<file path="src/sv/rtt_pkg.sv">
// ----------------------------------------------------------------------------
// rtt_pkg
// Types and constants of the RSI threshold trader.
// ----------------------------------------------------------------------------
package rtt_pkg;

  // Parameter defaults
  localparam int MAX_WINDOW_DEF = 64;
  localparam int PRICE_BITS_DEF = 32;
  localparam int OUT_DEPTH      = 8;

  // Fixed field widths
  localparam int WL_W   = 7;
  localparam int LIM_W  = 8;
  localparam int BND_W  = 14;
  localparam int CFG_W  = 14;
  localparam int POS_W  = 9;
  localparam int CASH_W = 48;

  // Register reset values
  localparam logic [WL_W-1:0]  WIN_RESET    = 7'd14;
  localparam logic [LIM_W-1:0] MAXPOS_RESET = 8'd5;
  localparam logic [BND_W-1:0] UPPER_RESET  = 14'd7000;
  localparam logic [BND_W-1:0] LOWER_RESET  = 14'd3000;

  // 100 percent in hundredths of a percent
  localparam logic [BND_W-1:0] RSI_FULL = 14'd10000;

  // Saturation limits of cash and value
  localparam logic signed [CASH_W-1:0] CASH_MAX = 48'sh7FFF_FFFF_FFFF;
  localparam logic signed [CASH_W-1:0] CASH_MIN = 48'sh8000_0000_0000;

  typedef enum logic [1:0] {
    CFG_WINDOW_LENGTH = 2'd0,
    CFG_MAX_POSITION  = 2'd1,
    CFG_UPPER_BOUND   = 2'd2,
    CFG_LOWER_BOUND   = 2'd3
  } cfg_reg_t;

  typedef enum logic [1:0] {
    ACT_NONE = 2'd0,
    ACT_BUY  = 2'd1,
    ACT_SELL = 2'd2
  } action_t;

  typedef struct packed {
    logic                     warming;
    action_t                  action;
    logic signed [POS_W-1:0]  position;
    logic signed [CASH_W-1:0] cash_net;
    logic signed [CASH_W-1:0] marked_value;
  } result_t;

endpackage

</file>
<file path="src/sv/rtt_result_fifo.sv">
// ----------------------------------------------------------------------------
// rtt_result_fifo
// Small result queue between the trading pipeline and the output channel.
// ----------------------------------------------------------------------------
module rtt_result_fifo #(
  parameter int DEPTH = rtt_pkg::OUT_DEPTH
) (
  input  logic             clk,
  input  logic             rst,
  input  logic             wr_en,
  input  rtt_pkg::result_t wr_data,
  input  logic             rd_en,
  output logic             rd_valid,
  output rtt_pkg::result_t rd_data
);
  import rtt_pkg::*;

  localparam int PTR_W = (DEPTH > 1) ? $clog2(DEPTH) : 1;
  localparam int CNT_W = $clog2(DEPTH + 1);

  result_t            q_mem [DEPTH];
  logic [PTR_W-1:0]   wr_ptr;
  logic [PTR_W-1:0]   rd_ptr;
  logic [CNT_W-1:0]   count;
  logic               do_rd;

  assign rd_valid = (count != '0);
  assign rd_data  = q_mem[rd_ptr];
  assign do_rd    = rd_en && rd_valid;

  // storage
  always_ff @(posedge clk) begin
    if (wr_en) begin
      q_mem[wr_ptr] <= wr_data;
    end
  end

  // pointers and fill count
  always_ff @(posedge clk) begin
    if (rst) begin
      wr_ptr <= '0;
      rd_ptr <= '0;
      count  <= '0;
    end else begin
      if (wr_en) begin
        wr_ptr <= (wr_ptr == PTR_W'(DEPTH - 1)) ? '0 : wr_ptr + 1'b1;
      end
      if (do_rd) begin
        rd_ptr <= (rd_ptr == PTR_W'(DEPTH - 1)) ? '0 : rd_ptr + 1'b1;
      end
      unique case ({wr_en, do_rd})
        2'b10:   count <= count + 1'b1;
        2'b01:   count <= count - 1'b1;
        default: count <= count;
      endcase
    end
  end

endmodule

</file>
<file path="config.mk">
export PLATFORM = sky130hd
export DESIGN_NAME = rtt_result_fifo
export DESIGN_NICKNAME = d
export VERILOG_FILES = /design/src/sv/rtt_pkg.sv /design/src/sv/rtt_result_fifo.sv
export SDC_FILE = /design/constraint.sdc
export NUM_CORES = 1
export LEC_CHECK = 0
export BUFFER_PORTS_ARGS = -buffer_cell sky130_fd_sc_hd__buf_2
export CAP_MARGIN = 40
export CORE_UTILIZATION = 60
export DETAILED_ROUTE_END_ITERATION = 7
export PLACE_DENSITY = 0.91
export SLEW_MARGIN = 40
export SYNTH_ARGS = -nofsm -noshare
export SYNTH_HDL_FRONTEND = slang
export SYNTH_SLANG_ARGS = --single-unit
</file>
<file path="constraint.sdc">
create_clock -name clk -period 17.2 [get_ports clk]
set_clock_uncertainty 0.2 [all_clocks]
set_input_delay 2.58 -clock clk [delete_from_list [all_inputs] [get_ports clk]]
set_output_delay 2.58 -clock clk [all_outputs]
set_load 0.02 [all_outputs]
</file>
# Word level (Yosys, flattened, before mapping)
# Memory sizes are Yosys's and may differ from the RTL's. A register that Yosys moved wholly into a read port is not among the register bits.
# Cells that the tools add are included.
# W data, S select, Z words.
# word_totals
elab_cells,22
register_bits,10
out_inout_bits,109
ramBits,864
inputBits,112
mem_count,1
# memory_table
memory,words,width,read_ports,rd_clocked_by_memory_dff,write_ports,line_no,source
q_mem,8,108,1,1,1,rtt_result_fifo.sv:21,result_t q_mem [DEPTH];
# op_classes
n_eq_ne,4
reduce_logical,3
n_mux,7
addsub,4
# op_table
operator,n
$mux W3,4
$pmux W4 S2,1
$add A3 B1 Y3 const B,2
$eq A3 B3 Y1 const B,2
$add A4 B1 Y4 const B,1
$reduce_bool A4 Y1,1
$sub A4 B1 Y4 const B,1
$eq A2 B1 Y1 const B,1
$eq A2 B2 Y1 const B,1
$mux W1,2
$reduce_bool A2 Y1,1
$logic_and A1 B1 Y1,1

# Depth between registers and ports, before layout
# Gate-level depths: netlist of run 1.
# depth
ltp_word,4
ltp_mapped,10
depth_no_buf,10

# Worst setup path before layout of run 1
# OpenSTA, ideal clock, no wires.
# synth_path
path_kind,input -> register
startpoint,input wr_en
endpoint,memory q_mem[0][0] (netlist bit) (enable)
required_ns,16.293
setup_time_ns,0.707
t_arrival_ns,9.990
n_path_buf,0
path_stages,2
slack_ns,6.303
cell_sequence,nand2b_1 nor3_1
# synth_between
elab_chain_cells,2
# synth_lines
item,line_no,source
from (decl),rtt_result_fifo.sv:10,"input logic wr_en,"
$mux W1,rtt_result_fifo.sv:33,if (wr_en) begin
$mux W1 (not written as such),rtt_result_fifo.sv:34,q_mem[wr_ptr] <= wr_data;
to (decl),rtt_result_fifo.sv:21,
# No other way between the ends.

==> summary.md, run 1 <==
| Metric | Value |
|---|---|
| Status | `complete, no violations` |
| Post-synth EDFFs | `864` |
| DIE AREA | `56700 sq um` |
| Non-filler cells, final | `2430` |
| WL/cell | `28.3 microns` |
| Initial DRT Pass Iterations | `5` |
| Gates resized, CTS repair | `0` |
| Multiplexer share of the synthesized area | `0.191` |
| Register area share after synthesis | `0.784` |
| CP max FO | `60` |
| Slew Viols, Final | `0` |
| Grt met3 use | `0.0536` |
| Initial Util | `0.607` |
| # clock sinks | `877` |
| Worst path arrival time | `3.60 ns` |
| Core Rows | `86` |
| Cell internal pwr | `3.95 mW` |
| Final Core Density | `0.694` |
| CTS tree | `yes` |
| Rel. slew slack | `0.438` |
| Post-Syn Instances | `1322` |
| Fmax | `157 MHz` |
| Nets | `1716` |
| Overflow after GRT | `0` |
| Worst hold path class | `flip-flop to flip-flop` |
| Critical path class | `flip-flop to output port` |
| PwrDens | `138 nW/um^2` |
| Unrepaired setup endpoints after global routing | `no` |
| Tcrit/Tclk final | `0.371` |
| Simple-gate share of the synthesized area | `0.00472` |
| Detail Route Antenna Nets | `0` |
| Ports | `221` |
| Largest family of logic cells by synthesized area | `multiplexers` |
| Sequential Power Share | `0.463` |
| Met2 usage | `0.422` |
| WL final | `68700 microns` |
| Reg clk slew, reported paths | `0.06 ns` |
| Core Box Area | `55100 sq um` |
| GP Congestion | `0.696` |
| Vias in the first global route | `16300` |
| Post-synth top flop | `edfxtp_1` |
| Placed cells | `2257` |
| Logic pwr share | `0.190` |
| Clk network pwr share | `0.347` |
| Worst EP required | `14.42 ns` |
| Adder-cell share of the synthesized area | `0.00262` |
| # port buffers | `220` |
| Yosys top cell area share | `0.776` |
| Die Y | `238 microns` |
| Max VDD drop | `0.115 mV` |
| First-pass GRT wire length | `101000 microns` |
| GRT Total Usage | `0.247` |
| Clock tree root buffer cell | `clkbuf_16` |
| Largest net degree at the start of global routing | `75` |
| Switching Share | `0.250` |
| Vias | `15000` |
| Layout cell share with drive strength beyond 1 | `0.427` |
| Layout area overhead | `14.4%` |
| Cts hold-fix bufs | `0` |
| Die width | `238 microns` |
| Max Cap Violations | `0` |
| Synthesized area | `33400 sq um` |
| Initial antenna violation count | `17` |
| Nets in the synthesized netlist | `1441` |
| Met1 usage | `0.314` |
| Count leader, synth | `edfxtp_1` |
| Area leader, netlist | `edfxtp_1` |
| Element type at the critical path end | `output port` |
| Leakage power | `12.3 nW` |
| Via density | `6.19` |
| Post-DP HPWL | `35600 microns` |
| Asr flop ratio synth | `0` |
| Syn_area_per_cell | `25.3 sq um` |
| Net switching power | `1.32 mW` |
| Tmin final | `6.38 ns` |
| Compound-Gate Fraction of Synth Area | `0.00157` |
| Slew @ Worst Pin | `0.843 ns` |
| Total CTS buffers | `85` |
| Hold_ws | `0.300 ns` |
| Library cells used by synthesis | `30` |
| Final setup viols | `0` |
| Postcts setup bufs | `0` |
| Most Used Layer, Global Route | `met2` |
| Critical Path Start Type | `flip-flop` |
| Final hold viol count | `0` |
| DRC | `0` |
| Max H-tree Level | `3` |
| Iteration-0 DRC count of the detailed router | `1085` |
| Clock latency on the worst-skew pair | `0.62 ns` |
| Post-Synth XOR/XNOR Area | `0.000786` |
| Flip-flop and latch count after synthesis | `877` |
| Synth area leaders | `edfxtp_1 (78%), mux4_2 (15%), mux2_4 (3.1%)` |
| Deepest clock path buffer count | `3` |
| Yosys warnings | `0` |
| Synth top cells by count | `edfxtp_1 (864), mux4_2 (216), mux2_4 (70), mux2_2 (39), buf_2 (29)` |
| Setup TNS | `0 ns` |
==> cell families (layout without fill, tap and decap cells) <==
group                      count (synthesis)  after routing
buffers and inverters                     64            410
muxes                                    329            329
and+or+nand+nor                           33             33
xor gates and xnor gates                   3              3
other                                      0             14
DFF                                      877            877
adders and majority gates                  7              7
AOI/OAI and AO/OA                          9              9
==> critical path: stages, from the launching register on <==
cell and delay, ns:
dfxtp_4 0.66, buf_6 0.56, buf_4 0.71, mux4_2 0.42, mux2_2 0.32, buf_2 0.17
==> layer usage <==
layer | up-vias | wire, microns
li1 | 6243 | -
met1 | 7993 | 26000
met2 | 647 | 36000
met3 | 139 | 4610
met4 | 12 | 2010
met5 | - | 73
==> placed cells by master (no fill, tap or decap), types with 2 or more instances in the layout <==
| cell | n |
|---|---|
| dfxtp_1 | 10 |
| buf_2 | 220 |
| bufinv_16 | 7 |
| nor3_2 | 2 |
| inv_1 | 2 |
| buf_16 | 5 |
| mux2_4 | 70 |
| mux4_2 | 216 |
| diode_2 | 14 |
| inv_6 | 3 |
| ha_1 | 7 |
| mux2i_1 | 3 |
| clkinv_2 | 17 |
| or3_1 | 2 |
| a21oi_1 | 6 |
| clkbuf_16 | 87 |
| clkinv_8 | 2 |
| mux2_2 | 39 |
| clkinv_1 | 17 |
| clkbuf_8 | 2 |
| clkinvlp_4 | 4 |
| edfxtp_1 | 864 |
| buf_6 | 9 |
| dfxtp_4 | 3 |
| nand2_1 | 7 |
| buf_4 | 13 |
| nor2_1 | 7 |
| buf_12 | 2 |
| xor2_1 | 3 |
| clkbuf_1 | 15 |
| nand2b_1 | 3 |
| nor2_4 | 6 |
==> power groups by stage <==
stage               combinational, mW  clock (mW)  sequential (mW)
floorplan                       0.805           0             2.47
global placement                0.938           0             2.49
detailed placement              0.996           0             2.48
CTS                              1.02        1.86             2.44
global route                     1.06        1.93             2.44
finish                           1.00        1.83             2.44
==> layout make-up <==
| type | instances | area (sq um) |
|---|---|---|
| Sequential cell | 877 | 26200 |
| Fill cell | 3141 | 16900 |
| Multi-Input combinational cell | 381 | 6780 |
| Clock buffer | 104 | 2260 |
| Timing Repair Buffer | 250 | 1490 |
| Tap cell | 748 | 936 |
| Clock inverter | 54 | 518 |
| Antenna cell | 14 | 35.0 |
| Inverter | 2 | 7.51 |
==> path summary, 6_finish.rpt <==
kind	startpoint	endpoint	slack, ns	cells past startpoint
max	flip-flop	rd_data[80]	10.82	5
min	rd_ptr[2]	flip-flop	0.30	2
max reg2reg	wr_ptr[1]	q_mem[3][26]	13.74	4
min reg2reg	rd_ptr[2]	flip-flop	0.30	2
==> sequential cells by signal (all words and copies together), names as in the netlist, named ones only <==
name / cells
wr_ptr: 3
rd_ptr: 3
count: 4
q_mem: 864
==> stage by stage <==
step                setup slack [ns]  instance area [sq um]  power (mW)
finish                         10.82                  38200        5.27
global route                   10.72                  38200        5.44
CTS                            10.58                  38200        5.31
detailed placement             11.28                  35400        3.48
global placement               11.33                  35200        3.43
floorplan                       6.30                  33400        3.27
(Power assumes the default switching activity.)
==> run 2: changes to the inputs <==
--- a/config.mk
+++ b/config.mk
@@ -7,9 +7,9 @@
 export LEC_CHECK = 0
 export BUFFER_PORTS_ARGS = -buffer_cell sky130_fd_sc_hd__buf_2
 export CAP_MARGIN = 40
-export CORE_UTILIZATION = 60
+export CORE_UTILIZATION = 54
 export DETAILED_ROUTE_END_ITERATION = 7
-export PLACE_DENSITY = 0.91
+export PLACE_DENSITY = 0.87
 export SLEW_MARGIN = 40
 export SYNTH_ARGS = -nofsm -noshare
 export SYNTH_HDL_FRONTEND = slang
==> constraint.sdc (replaced) <==
create_clock -name clk -period 5.3 [get_ports clk]
set_clock_uncertainty 0.2 [all_clocks]
set_input_delay 0.795 -clock clk [delete_from_list [all_inputs] [get_ports clk]]
set_output_delay 0.795 -clock clk [all_outputs]
set_load 0.02 [all_outputs]
==> run 2 against run 1 <==
  * Final cell count up 1.7%
  * Die area rose by 11%
  * Non-clock buffer count increased by 10
  * Setup slack got worse by 9.5 ns
  * Clock power rose to 3.3 times the previous value
  * Register-to-register slack got worse by 11 ns
  * Core utilization shrank 6.2 points
  * Via count decreased by 0.14%
  * Critical path depth did not move
  * Sequential power rose to 3.2 times the previous value
  * Routed wire length is 2.8% lower
  * Final area up 0.59%
  * Critical path type unchanged
  * Largest cell class unchanged
==> summary.md, run 2 (same netlist as run 1, synthesis figures left out) <==
| Metric | Value |
|---|---|
| Vias | `15000` |
| Slew Viols, Final | `0` |
| Critical Path Start Type | `flip-flop` |
| Critical path class | `flip-flop to output port` |
| Largest net degree at the start of global routing | `58` |
| Final instance area | `38500 sq um` |
| Fmax | `250 MHz` |
| # port buffers | `220` |
| Commonest cells after routing, fill and taps aside | `edfxtp_1 (864), buf_2 (220), mux4_2 (216)` |
| Postcts setup bufs | `0` |
| Cts hold-fix bufs | `0` |
| Layout cell share with drive strength beyond 1 | `0.428` |
| Crit Reg-Reg Endpoint | `count[3]` |
| WL/cell | `27.0 microns` |
| Final hold viol count | `0` |
| Die Y | `251 microns` |
| Worst hold path class | `input port to flip-flop` |
| CTS tree | `yes` |
| Clock latency on the worst-skew pair | `0.62 ns` |
| Total CTS buffers | `86` |
| Initial antenna violation count | `14` |
| Initial Util | `0.550` |
| Initial DRT Pass Iterations | `5` |
| Leakage power | `12.4 nW` |
| GRT Total Usage | `0.216` |
| Max Cap Violations | `0` |
| WL final | `66800 microns` |
| Hold_ws | `0.232 ns` |
| Number of flip-flops in the largest register | `864` |
| Rel. slew slack | `0.475` |
| Tmin final | `4.00 ns` |
| DRC | `0` |
| Path depth of the worst reg2reg path | `8` |
| Worst path arrival time | `3.01 ns` |
| DIE AREA | `62900 sq um` |
| Final Core Density | `0.633` |
| Ports | `221` |
| Nets | `1727` |
| # clock sinks | `877` |
| DP Area | `35600 sq um` |
| CP endpoint | `rd_data[94]` |
| GP Congestion | `0.724` |
| R2R Setup Slk | `2.40 ns` |
| Max H-tree Level | `3` |
| Die width | `251 microns` |
| Max VDD drop | `0.325 mV` |
| Unrepaired setup endpoints after global routing | `no` |
| Commonest non-fill, non-tap cell in the layout | `edfxtp_1` |
| Core Rows | `90` |
| Slew @ Worst Pin | `0.788 ns` |
| Final setup viols | `0` |
| Clock tree root buffer cell | `clkbuf_16` |
| Detail Route Antenna Nets | `0` |
| Status | `complete, no violations` |
| Core Box Area | `60800 sq um` |
| Element type at the critical path end | `output port` |
| Iteration-0 DRC count of the detailed router | `1329` |
| CP max FO | `25` |
| Top reg by flops | `q_mem` |
| Worst EP required | `4.30 ns` |
| Overflow after GRT | `0` |
| Total Power | `17.2 mW` |
| Largest regs | `q_mem: 864 flops, count: 4 flops` |
| Via density | `6.08` |
| Reg clk slew, reported paths | `0.06 ns` |
| Layout area overhead | `15.1%` |
| Worst R2R Start | `count[1]` |
| Vias in the first global route | `16100` |
| Deepest clock path buffer count | `3` |
| Post-DP HPWL | `36000 microns` |
| First-pass GRT wire length | `99200 microns` |
| Tcrit/Tclk final | `0.755` |
| PwrDens | `448 nW/um^2` |
| Gates resized, CTS repair | `0` |
-- run 2: cell types whose count changed in the layout (fill, tap and decap cells not counted), sizes merged --
cell	before	now
buf	250	260
clkbuf	104	103
clkinv	38	41
clkinvlp	4	3
bufinv	7	10
diode	14	8
inv	7	6
-- run 2: final cells by class --
class                           count  area (sq um)
Antenna cell                        8          20.0
Clock buffer                      103          2240
Clock inverter                     58           592
Fill cell                        3843         22300
Inverter                            2          7.51
Multi-Input combinational cell    381          6790
Sequential cell                   877         26200
Tap cell                          782           978
Timing Repair Buffer              260          1630
-- run 2: how the worst min path moves through the flow --
stage | cells after the start | endpoint | startpoint
finish | 1 | q_mem[7][94] | wr_data[94]
global route | 1 | q_mem[5][57] | wr_data[57]
CTS | 1 | q_mem[6][59] | wr_data[59]
detailed placement | 2 | flip-flop | rd_ptr[2]
global placement | 2 | flip-flop | rd_ptr[1]
floorplan | 2 | flip-flop | rd_ptr[1]
-- run 2: report_power, final --
| group | leakage, nW | internal [mW] | switching (mW) |
|---|---|---|---|
| combinational | 3.05 | 1.64 | 1.63 |
| clock | 1.38 | 3.52 | 2.53 |
| sequential | 7.96 | 7.79 | 0.103 |
-- run 2: through the flow --
step | std cells | setup slack (ns) | TNS (ns)
final | 2471 | 1.30 | 0
after global routing | 2470 | 1.10 | 0
after CTS | 2463 | 1.18 | 0
after detailed placement | 2302 | 1.88 | 0
after global placement | 2296 | 1.77 | 0
after floorplan | 1322 | -0.893 | -683.25
-- run 2: critical path: stages, from the launching register on --
cell and delay (ns):
dfxtp_4 0.60, buf_12 0.28, buf_4 0.45, mux4_2 0.59, mux2_2 0.27, buf_2 0.16
-- run 2: layer usage --
| layer | global-route usage | vias to the layer above | share of wire |
|---|---|---|---|
| met5 | 0 | - | 0.0012 |
| met4 | 0.0826 | 14 | 0.024 |
| met3 | 0.0446 | 116 | 0.068 |
| met2 | 0.368 | 605 | 0.53 |
| met1 | 0.274 | 8011 | 0.38 |
| li1 | - | 6267 | - |
